--- src/sv/tcp_oae_pkg.sv ---
package tcp_oae_pkg;

  localparam logic [7:0] MATCH_KIND_RST  = 8'd200;
  localparam logic [7:0] OPT_EOL         = 8'd0;
  localparam logic [7:0] OPT_NOP         = 8'd1;
  localparam logic [7:0] TARGET_OPT_SIZE = 8'd8;
  localparam logic [7:0] MIN_OPT_SIZE    = 8'd2;
  localparam logic [5:0] BASE_HDR_BYTES  = 6'd20;
  localparam logic [3:0] BASE_HDR_WORDS  = 4'd5;
  localparam logic [2:0] LAST_CAPTURE    = 3'd5;

  localparam logic CMD_HEADER = 1'b0;
  localparam logic CMD_BYTE   = 1'b1;

  localparam logic VERDICT_FOUND      = 1'b0;
  localparam logic VERDICT_NOT_NEEDED = 1'b1;

  typedef enum logic [2:0] {
    PH_IDLE    = 3'd0,
    PH_KIND    = 3'd1,
    PH_SIZE    = 3'd2,
    PH_SKIP    = 3'd3,
    PH_CAPTURE = 3'd4
  } phase_t;

  typedef struct packed {
    logic        command;
    logic [31:0] src_addr;
    logic [15:0] src_port;
    logic [3:0]  data_offset;
    logic [7:0]  option_byte;
  } item_t;

  typedef struct packed {
    logic        valid;
    logic        verdict;
    logic [31:0] target_addr;
    logic [15:0] target_port;
  } result_t;

endpackage

--- src/sv/tcp_oae_walker.sv ---
module tcp_oae_walker (
  input  logic                clk,
  input  logic                rst_n,
  input  logic                step,
  input  tcp_oae_pkg::item_t  item,
  input  logic [7:0]          match_kind,
  output tcp_oae_pkg::result_t result
);

  tcp_oae_pkg::phase_t phase_r, phase_nxt;
  logic [5:0]  bytes_left_r, bytes_left_nxt;
  logic [5:0]  skip_count_r, skip_count_nxt;
  logic [2:0]  capture_index_r, capture_index_nxt;
  logic [7:0]  current_kind_r, current_kind_nxt;
  logic [47:0] captured_r, captured_nxt;
  logic [31:0] saved_addr_r, saved_addr_nxt;
  logic [15:0] saved_port_r, saved_port_nxt;

  logic [7:0]  b;
  logic [5:0]  bl_dec;
  logic [5:0]  skip_dec;
  logic [7:0]  bytes_left_ext;
  logic [47:0] shifted;

  assign b              = item.option_byte;
  assign bl_dec         = bytes_left_r - 6'd1;
  assign skip_dec       = skip_count_r - 6'd1;
  assign bytes_left_ext = {2'b00, bytes_left_r};
  assign shifted        = {captured_r[39:0], b};

  // Next state
  always_comb begin
    phase_nxt         = phase_r;
    bytes_left_nxt    = bytes_left_r;
    skip_count_nxt    = skip_count_r;
    capture_index_nxt = capture_index_r;
    current_kind_nxt  = current_kind_r;
    captured_nxt      = captured_r;
    saved_addr_nxt    = saved_addr_r;
    saved_port_nxt    = saved_port_r;
    if (item.command == tcp_oae_pkg::CMD_HEADER) begin
      saved_addr_nxt    = item.src_addr;
      saved_port_nxt    = item.src_port;
      skip_count_nxt    = '0;
      capture_index_nxt = '0;
      captured_nxt      = '0;
      current_kind_nxt  = '0;
      if (item.data_offset <= tcp_oae_pkg::BASE_HDR_WORDS) begin
        bytes_left_nxt = '0;
        phase_nxt      = tcp_oae_pkg::PH_IDLE;
      end else begin
        bytes_left_nxt = {item.data_offset, 2'b00} - tcp_oae_pkg::BASE_HDR_BYTES;
        phase_nxt      = tcp_oae_pkg::PH_KIND;
      end
    end else begin
      unique case (phase_r)
        tcp_oae_pkg::PH_KIND: begin
          if (b == tcp_oae_pkg::OPT_EOL) begin
            phase_nxt = tcp_oae_pkg::PH_IDLE;
          end else if (b == tcp_oae_pkg::OPT_NOP) begin
            bytes_left_nxt = bl_dec;
            phase_nxt = (bl_dec == '0) ? tcp_oae_pkg::PH_IDLE : tcp_oae_pkg::PH_KIND;
          end else begin
            current_kind_nxt = b;
            phase_nxt = (bytes_left_r <= 6'd1) ? tcp_oae_pkg::PH_IDLE
                                               : tcp_oae_pkg::PH_SIZE;
          end
        end
        tcp_oae_pkg::PH_SIZE: begin
          if (b < tcp_oae_pkg::MIN_OPT_SIZE || b > bytes_left_ext) begin
            phase_nxt = tcp_oae_pkg::PH_IDLE;
          end else if (current_kind_r == match_kind &&
                       b == tcp_oae_pkg::TARGET_OPT_SIZE) begin
            capture_index_nxt = '0;
            captured_nxt      = '0;
            phase_nxt         = tcp_oae_pkg::PH_CAPTURE;
          end else begin
            bytes_left_nxt = bytes_left_r - b[5:0];
            skip_count_nxt = b[5:0] - tcp_oae_pkg::MIN_OPT_SIZE[5:0];
            if (b == tcp_oae_pkg::MIN_OPT_SIZE) begin
              phase_nxt = (bytes_left_nxt == '0) ? tcp_oae_pkg::PH_IDLE
                                                 : tcp_oae_pkg::PH_KIND;
            end else begin
              phase_nxt = tcp_oae_pkg::PH_SKIP;
            end
          end
        end
        tcp_oae_pkg::PH_SKIP: begin
          skip_count_nxt = skip_dec;
          if (skip_dec == '0) begin
            phase_nxt = (bytes_left_r == '0) ? tcp_oae_pkg::PH_IDLE
                                             : tcp_oae_pkg::PH_KIND;
          end
        end
        tcp_oae_pkg::PH_CAPTURE: begin
          captured_nxt      = shifted;
          capture_index_nxt = capture_index_r + 3'd1;
          if (capture_index_r == tcp_oae_pkg::LAST_CAPTURE) begin
            phase_nxt = tcp_oae_pkg::PH_IDLE;
          end
        end
        default: begin
          phase_nxt = phase_r;
        end
      endcase
    end
  end

  // Result: a verdict whenever an active walk drops back to idle, or when a header carries no options
  always_comb begin
    result             = '0;
    result.verdict     = tcp_oae_pkg::VERDICT_NOT_NEEDED;
    if (item.command == tcp_oae_pkg::CMD_HEADER) begin
      result.valid = (phase_nxt == tcp_oae_pkg::PH_IDLE);
    end else begin
      result.valid = (phase_r != tcp_oae_pkg::PH_IDLE) &&
                     (phase_nxt == tcp_oae_pkg::PH_IDLE);
      if (phase_r == tcp_oae_pkg::PH_CAPTURE &&
          !(shifted[31:0] == saved_addr_r && shifted[47:32] == saved_port_r)) begin
        result.verdict     = tcp_oae_pkg::VERDICT_FOUND;
        result.target_addr = shifted[31:0];
        result.target_port = shifted[47:32];
      end
    end
  end

  always_ff @(posedge clk) begin
    if (!rst_n) begin
      phase_r         <= tcp_oae_pkg::PH_IDLE;
      bytes_left_r    <= '0;
      skip_count_r    <= '0;
      capture_index_r <= '0;
      current_kind_r  <= '0;
      captured_r      <= '0;
      saved_addr_r    <= '0;
      saved_port_r    <= '0;
    end else if (step) begin
      phase_r         <= phase_nxt;
      bytes_left_r    <= bytes_left_nxt;
      skip_count_r    <= skip_count_nxt;
      capture_index_r <= capture_index_nxt;
      current_kind_r  <= current_kind_nxt;
      captured_r      <= captured_nxt;
      saved_addr_r    <= saved_addr_nxt;
      saved_port_r    <= saved_port_nxt;
    end
  end

endmodule

--- src/sv/tcp_option_address_extractor_unit.sv ---
// TCP option rewrite-target extractor.
// Input channel (in_valid/in_ready): a header item (in_command = 0) starts a
// packet with source address, source port and data offset; each byte item
// (in_command = 1) carries the next byte of the options area.
// Output channel (out_valid/out_ready): one verdict per packet, with the
// target address and port when an option of kind match_kind and size 8 holds
// a target that differs from the source; otherwise verdict 1 and zeros.
// cfg_wr_en/cfg_wr_data write match_kind (reset 200); write only while idle.
// An accepted item is held in the input register; when an item that ends a
// packet advances, the result register loads the walker's verdict, which
// then stays on out_* until out_ready takes it.
// Throughput: one item per cycle unless stalled; each byte is one small state
// update in the walker between the input register and the result register.
// Stall: while a result waits in the result register and out_ready is low,
// the input register holds and in_ready drops once it is also full.
// Reset: synchronous, active low; clears the walk state, both valid flags and
// restores match_kind to 200.
module tcp_option_address_extractor_unit (
  input  logic        clk,
  input  logic        rst_n,
  input  logic        in_valid,
  output logic        in_ready,
  input  logic        in_command,
  input  logic [31:0] in_src_addr,
  input  logic [15:0] in_src_port,
  input  logic [3:0]  in_data_offset,
  input  logic [7:0]  in_option_byte,
  output logic        out_valid,
  input  logic        out_ready,
  output logic        out_verdict,
  output logic [31:0] out_target_addr,
  output logic [15:0] out_target_port,
  input  logic        cfg_wr_en,
  input  logic [7:0]  cfg_wr_data
);

  logic                 in_valid_r;
  tcp_oae_pkg::item_t   item_r;
  logic [7:0]           match_kind_r;
  logic                 out_valid_r;
  logic                 verdict_r;
  logic [31:0]          target_addr_r;
  logic [15:0]          target_port_r;
  logic                 advance;
  tcp_oae_pkg::result_t result;

  // The held item moves on when the result register is free or draining.
  assign advance  = in_valid_r && (!out_valid_r || out_ready);
  assign in_ready = !in_valid_r || advance;

  always_ff @(posedge clk) begin
    if (!rst_n) begin
      match_kind_r <= tcp_oae_pkg::MATCH_KIND_RST;
    end else if (cfg_wr_en) begin
      match_kind_r <= cfg_wr_data;
    end
  end

  // Input register
  always_ff @(posedge clk) begin
    if (!rst_n) begin
      in_valid_r <= 1'b0;
    end else if (in_ready) begin
      in_valid_r <= in_valid;
    end
  end

  always_ff @(posedge clk) begin
    if (in_valid && in_ready) begin
      item_r.command     <= in_command;
      item_r.src_addr    <= in_src_addr;
      item_r.src_port    <= in_src_port;
      item_r.data_offset <= in_data_offset;
      item_r.option_byte <= in_option_byte;
    end
  end

  tcp_oae_walker u_walker (
    .clk        (clk),
    .rst_n      (rst_n),
    .step       (advance),
    .item       (item_r),
    .match_kind (match_kind_r),
    .result     (result)
  );

  // Result register
  always_ff @(posedge clk) begin
    if (!rst_n) begin
      out_valid_r <= 1'b0;
    end else if (advance && result.valid) begin
      out_valid_r <= 1'b1;
    end else if (out_ready) begin
      out_valid_r <= 1'b0;
    end
  end

  always_ff @(posedge clk) begin
    if (advance && result.valid) begin
      verdict_r     <= result.verdict;
      target_addr_r <= result.target_addr;
      target_port_r <= result.target_port;
    end
  end

  assign out_valid       = out_valid_r;
  assign out_verdict     = verdict_r;
  assign out_target_addr = target_addr_r;
  assign out_target_port = target_port_r;

endmodule
--- config.mk ---
export PLATFORM = sky130hd
export DESIGN_NAME = tcp_option_address_extractor_unit
export DESIGN_NICKNAME = d
export VERILOG_FILES = /design/src/sv/tcp_oae_pkg.sv /design/src/sv/tcp_oae_walker.sv /design/src/sv/tcp_option_address_extractor_unit.sv
export SDC_FILE = /design/constraint.sdc
export NUM_CORES = 1
export LEC_CHECK = 0
export BUFFER_PORTS_ARGS = -buffer_cell sky130_fd_sc_hd__buf_2
export CAP_MARGIN = 20
export CORE_ASPECT_RATIO = 0.6
export CORE_MARGIN = 2
export CORE_UTILIZATION = 55
export DETAILED_ROUTE_END_ITERATION = 8
export PLACE_DENSITY = 0.76
export SYNTH_ARGS = -nofsm -noshare
export SYNTH_HDL_FRONTEND = slang
export SYNTH_SLANG_ARGS = --single-unit
--- constraint.sdc ---
create_clock -name clk -period 7.58 [get_ports clk]
set_clock_uncertainty 0.15 [all_clocks]
set_input_delay 0 -clock clk [delete_from_list [all_inputs] [get_ports clk]]
set_output_delay 0 -clock clk [all_outputs]
set_load 0.1 [all_outputs]
# Yosys cells after proc, flatten, opt, wreduce, memory -nomap -nowiden

Cells that the tools add are included.

Logic and storage cells: 120
Output and inout port bits: 51
Flip-flop bits (word level): 234
Input bits: 74

Eq/ne operators: 22
Bitwise gates (word level): 1
Mux-type cells: 41
$lt $le $gt $ge: 4
$add $sub $neg: 6
Reductions and logical operators: 27

Operators by type and width:

| cell                  | number |
|---|---|
| $mux W40              | 3 |
| $pmux W40 S2          | 1 |
| $mux W6               | 9 |
| $mux W49              | 1 |
| $mux W3               | 11 |
| $eq A32 B32 Y1        | 1 |
| $mux W8               | 4 |
| $logic_not A6 Y1      | 4 |
| $pmux W6 S2           | 2 |
| $eq A16 B16 Y1        | 1 |
| $pmux W3 S4           | 1 |
| $reduce_and A4 Y1     | 3 |
| $sub A6 B1 Y6 const B | 2 |
| $ne A3 B1 Y1 const B  | 3 |
| $ne A3 B3 Y1 const B  | 3 |
| $eq A8 B1 Y1 const B  | 1 |
| $eq A8 B2 Y1 const B  | 1 |
| $eq A8 B4 Y1 const B  | 1 |
| $eq A8 B8 Y1          | 1 |
| $gt A8 B6 Y1          | 1 |
| $logic_not A8 Y1      | 1 |
| $lt A8 B2 Y1 const B  | 1 |
| $logic_and A1 B1 Y1   | 7 |
| $mux W1               | 7 |
| 22 further kinds      | 31 |

# Logic depth before layout (Yosys ltp)

Depth in word-level cells: 13
Depth in mapped cells: 11
Mapped depth without buffers: 9

# Cells and area by module

A second synthesis with hierarchy kept.

Cell total of the unflattened synthesis: 957
Area, all modules: 9937.0 sq um

By module, submodules not included:

| module                            | area each (sq um) | cells each | times used |
|---|---|---|---|
| tcp_oae_walker                    | 6234.7            | 808        | 1 |
| tcp_option_address_extractor_unit | 3702.3            | 149        | 1 |

# Worst setup path after synthesis

Ideal clock, no wire load.

Path type: register -> register
From: register item_r[1] (netlist name)
To: register target_addr_r[0] (netlist: out_target_addr[0]), enable pin
Cell stages (with the launch flop): 10
Library setup time: 517 ps
Clock period less this slack: 6370 ps
Slack: 1210 ps
Arrival time: 5704 ps
Path through: edfxtp_1 > clkbuf_1 > inv_1 > ha_1 > and3b_1 > o211ai_1 > o311ai_1 > or4_1 > a31o_2 > nor3_1

Word-level cells in the longest chain between the ends: 12
Elaborated cells between the ends (all ways): 22
Classes of those cells: add/sub: 1; order compare: 2; eq/ne: 3; mux: 9; reduce/logical: 7

Ends and longest elaborated chain:

| item                    | line                                         | source |
|---|---|---|
| from (decl)             | tcp_option_address_extractor_unit.sv:38      | `tcp_oae_pkg::item_t item_r;` |
| $sub A6 B6 Y6           | tcp_oae_walker.sv:78                         | `bytes_left_nxt = bytes_left_r - b[5:0];` |
| $logic_not A6 Y1        | tcp_oae_walker.sv:81                         | `phase_nxt = (bytes_left_nxt == '0) ? tcp_oae_pkg::PH_IDLE` |
| $mux W1                 | tcp_oae_walker.sv:81                         |  |
| $mux W3                 | tcp_oae_walker.sv:80                         | `if (b == tcp_oae_pkg::MIN_OPT_SIZE) begin` |
| $mux W3                 | tcp_oae_walker.sv:72                         | `end else if (current_kind_r == match_kind &&` |
| $mux W3                 | tcp_oae_walker.sv:70                         | `if (b < tcp_oae_pkg::MIN_OPT_SIZE \|\| b > bytes_left_ext) begin` |
| $pmux W3 S4 (*)         | tcp_oae_walker.sv:56                         | `unique case (phase_r)` |
| $mux W3 (*)             | tcp_oae_walker.sv:41                         | `if (item.command == tcp_oae_pkg::CMD_HEADER) begin` |
| $logic_not A3 Y1 (*)    | tcp_oae_walker.sv:114, tcp_oae_walker.sv:117 |  |
| $logic_and A1 B1 Y1     | tcp_oae_walker.sv:116                        | `result.valid = (phase_r != tcp_oae_pkg::PH_IDLE) &&` |
| $mux W1 (*)             | tcp_oae_walker.sv:113                        | `if (item.command == tcp_oae_pkg::CMD_HEADER) begin` |
| $logic_and A1 B1 Y1 (*) | tcp_option_address_extractor_unit.sv:99      | `if (advance && result.valid) begin` |
| to (signal assigned)    | tcp_option_address_extractor_unit.sv:101     | `target_addr_r <= result.target_addr;` |
| to (decl)               | tcp_option_address_extractor_unit.sv:42      | `logic [31:0] target_addr_r;` |

Every way passes the cells marked *; elsewhere a longest branch is shown, timed or not.
A chain may end at the register's enable or synchronous reset.

# Worst setup path after layout

From: register item_r[1] (netlist name)
To: register target_port_r[11] (netlist: out_target_port[11]), enable pin

Word-level cells in the longest chain between the ends: 12
Elaborated cells between the ends (all ways): 22
Classes of those cells: add/sub: 1; order compare: 2; eq/ne: 3; mux: 9; reduce/logical: 7

Ends and longest elaborated chain:

| item                    | line                                         | source |
|---|---|---|
| $sub A6 B6 Y6           | tcp_oae_walker.sv:78                         |  |
| $logic_not A6 Y1        | tcp_oae_walker.sv:81                         |  |
| $mux W1                 | tcp_oae_walker.sv:81                         |  |
| $mux W3                 | tcp_oae_walker.sv:80                         |  |
| $mux W3                 | tcp_oae_walker.sv:72                         |  |
| $mux W3                 | tcp_oae_walker.sv:70                         |  |
| $pmux W3 S4 (*)         | tcp_oae_walker.sv:56                         |  |
| $mux W3 (*)             | tcp_oae_walker.sv:41                         |  |
| $logic_not A3 Y1 (*)    | tcp_oae_walker.sv:114, tcp_oae_walker.sv:117 |  |
| $logic_and A1 B1 Y1     | tcp_oae_walker.sv:116                        |  |
| $mux W1 (*)             | tcp_oae_walker.sv:113                        |  |
| $logic_and A1 B1 Y1 (*) | tcp_option_address_extractor_unit.sv:99      |  |
| to (signal assigned)    | tcp_option_address_extractor_unit.sv:102     | `target_port_r <= result.target_port;` |
| to (decl)               | tcp_option_address_extractor_unit.sv:43      | `logic [15:0] target_port_r;` |

Marks and branches as above.

==> summary.txt <==
Setup path
  – Critical path type: reg2reg
  – Worst setup EP type: register
  – CP Launch Type: register
  – Critical Path RT: 7.56 ns
  – Cells on worst reg2reg path: 9
  – CP arrival: 3.72 ns
  – CP Max Fanout: 49

STA
  – Setup TNS: 0 ns
  – Final Max Tran Viols: 0
  – Least-Margin Pin Slew: 0.999 ns
  – FMAX: 268 MHz
  – RSZ-0062 raised after global routing: no
  – Slew margin rel.: 0.328
  – Final setup viols: 0
  – Final Hold Vio Count: 0
  – Minimum clock period after layout: 3.74 ns
  – Tcrit/Tclk final: 0.493
  – Setup ws final: 3.84 ns

Yosys
  – Ys async rst share: 0
  – Post-synthesis register bit count: 234
  – Cells after Synth: 965
  – Mean post-synth cell area: 10.6 um2
  – Mapped cell area: 10200 um2
  – Library cells used by synthesis: 64
  – Top_reg_cell synth: dfxtp_1
  – Seq/Total Area, Yosys: 0.567
  – Synth warn: 0
  – EDFF count, synth: 110
  – Net Count, Synth: 1061

Clock tree
  – CTS Hold Bufs: 84
  – Clock input transition at the sequential cells of the worst setup and hold paths: 0.07 ns
  – Num CTS Buffers: 22
  – Root Driver: clkbuf_16
  – Latest clock arrival within the worst-skew pair: 0.51 ns
  – # clock sinks: 234
  – CTS tree: yes
  – Clock Tree Buf Depth: 3
  – Post-CTS Setup Inserts: 0
  – Post-cts gate resize count: 0
  – H-tree Lvls: 1

Place
  – Place WS: 3.87 ns
  – DP Area: 11000 um2
  – IO buf count: 124
  – GPL Wtd Cong: 1.02
  – Final HPWL DP: 18400 um

Layout
  – Most frequent cells in the layout: 174 x nand2_1, 124 x dfxtp_1, 124 x buf_2, 110 x edfxtp_1, 84 x dlygate4sd3_1
  – Final instance area: 12500 um2
  – Layout cells sized above 1: 0.160
  – Most common cell after layout, fill and taps aside: nand2_1
  – Layout Utilization: 0.692
  – # diodes: 0
  – Final layout net count: 1246
  – Area delta synth->final: 22.9%

Hold path
  – Hold Path Stages: 2
  – Hold WC Path Type: in2reg

Global routing
  – First-pass GRT wire length: 43200 um
  – GR Util All Layers: 0.285
  – Vias in the first global route: 7513
  – Total global routing overflow: 0
  – Pin count of the biggest net entering global routing: 74
  – Antenna violations before repair: 0

Routing
  – Post-route ant nets: 0
  – Via count: 8005
  – Iter 0 DRT Violations: 954
  – WL final: 28100 um
  – DR DRC count: 0
  – DR vias/cell: 5.69
  – WL per Instance: 20.0 um
  – DRT Pass-1 Iters: 5

Outcome
  – Status: completed

Power
  – P per Cell Area: 225 nW/um2
  – P_leak: 4.93 nW
  – Pwr Total: 0.00283 W
  – Max rail drop VDD: 0.000166 V

Die
  – Starting density of the core: 0.563
  – Rows: 38
  – Die ar.: 19700 um2
  – IO Count: 125
  – Die Height: 109 um
  – Core Footprint: 18100 um2
  – Die W: 180 um

Flow run
  – Max-cap violations: 0
==> registers in the layout (all words and copies together), names as in the netlist <==
register                  count
u_walker.bytes_left_r         6
u_walker.captured_r          40
out_target_addr              32
out_verdict                   1
u_walker.current_kind_r       8
out_valid                     1
u_walker.capture_index_r      3
out_target_port              16
item_r                       61
u_walker.saved_addr_r        32
match_kind_r                  8
u_walker.saved_port_r        16
in_valid_r                    1
u_walker.skip_count_r         6
u_walker.phase_r              3
==> where the power goes <==
part / internal (W) / leakage (nW) / switching (W)
clock network: 0.000608 / 0.338 / 0.000469
registers: 0.00137 / 2.06 / 0.0000341
logic: 0.000113 / 2.54 / 0.000231
==> synth_stat cells (all sizes together) (19+ instances only) <==
cell | n | area share
ha | 21 | 0.026
inv | 20 | 0.0074
clkbuf | 47 | 0.017
dfxtp | 124 | 0.24
and2 | 50 | 0.031
mux2i | 59 | 0.058
nand3 | 50 | 0.025
nand2 | 174 | 0.064
edfxtp | 110 | 0.32
nor4 | 19 | 0.012
xor2 | 54 | 0.046
a21oi | 57 | 0.028
nor2 | 36 | 0.013
==> cell type report <==
type / instances / area, um2
timing repair buffer: 220 / 1550
sequential: 234 / 5790
fill: 1356 / 5580
clock buffer: 32 / 618
inverter: 20 / 75.1
multi-input combinational: 652 / 4120
tap: 240 / 300
clock inverter: 8 / 90.1
==> worst paths after layout <==
check / startpoint / to / slack [ns]
hold reg to reg: u_walker.saved_port_r[12]$_SDFFE_PN0P_ / u_walker.saved_port_r[12]$_SDFFE_PN0P_ / 0.32
setup / recovery: item_r[1]$_DFFE_PP_ / out_target_port[11]$_SDFFCE_PN0P_ / 3.84
hold / removal: in_src_addr[30] / item_r[58]$_DFFE_PP_ / 0.05
setup reg to reg: item_r[1]$_DFFE_PP_ / out_target_port[11]$_SDFFCE_PN0P_ / 3.84
==> layer usage <==
| metal | GRT usage | part of all wire | vias up | wire, um |
|---|---|---|---|---|
| met3 | 0.0831 | 0.12 | 26 | 3370 |
| met4 | 0.0459 | 0.011 | 0 | 321 |
| met2 | 0.390 | 0.40 | 390 | 11100 |
| met1 | 0.447 | 0.47 | 3841 | 13300 |
| li1 | - | - | 3748 | - |
| met5 | 0 | 0 | - | 0 |
==> cell families after synthesis <==
group | after synthesis | share of synthesized area
adder cells (fa/ha/maj) | 22 | 0.0277
buffers and inverters | 79 | 0.0315
multiplexers | 60 | 0.0590
AND/OR/NAND/NOR | 382 | 0.180
XOR/XNOR | 68 | 0.0584
flip-flops | 234 | 0.567
AO/OA/AOI/OAI | 120 | 0.0764
==> critical path: stages, from the launching register on <==
cell	delay, ns
edfxtp_1	0.65
inv_1	0.19
ha_1	0.36
and3b_1	0.20
o211ai_1	0.20
o311ai_1	0.13
or4_1	0.54
a31o_2	0.25
nor3_2	0.16
buf_4	0.50
==> per-stage QoR <==
stage / hold slack [ns] / instances
final: 0.0497 / 1406
after CTS: 0.0310 / 1406
after global routing: 0.0473 / 1406
after detailed placement: 0.0281 / 1282
after global placement: 0.0263 / 1282
after floorplan: -0.0511 / 965
No activity file was read; power rests on OpenSTA's default activity.
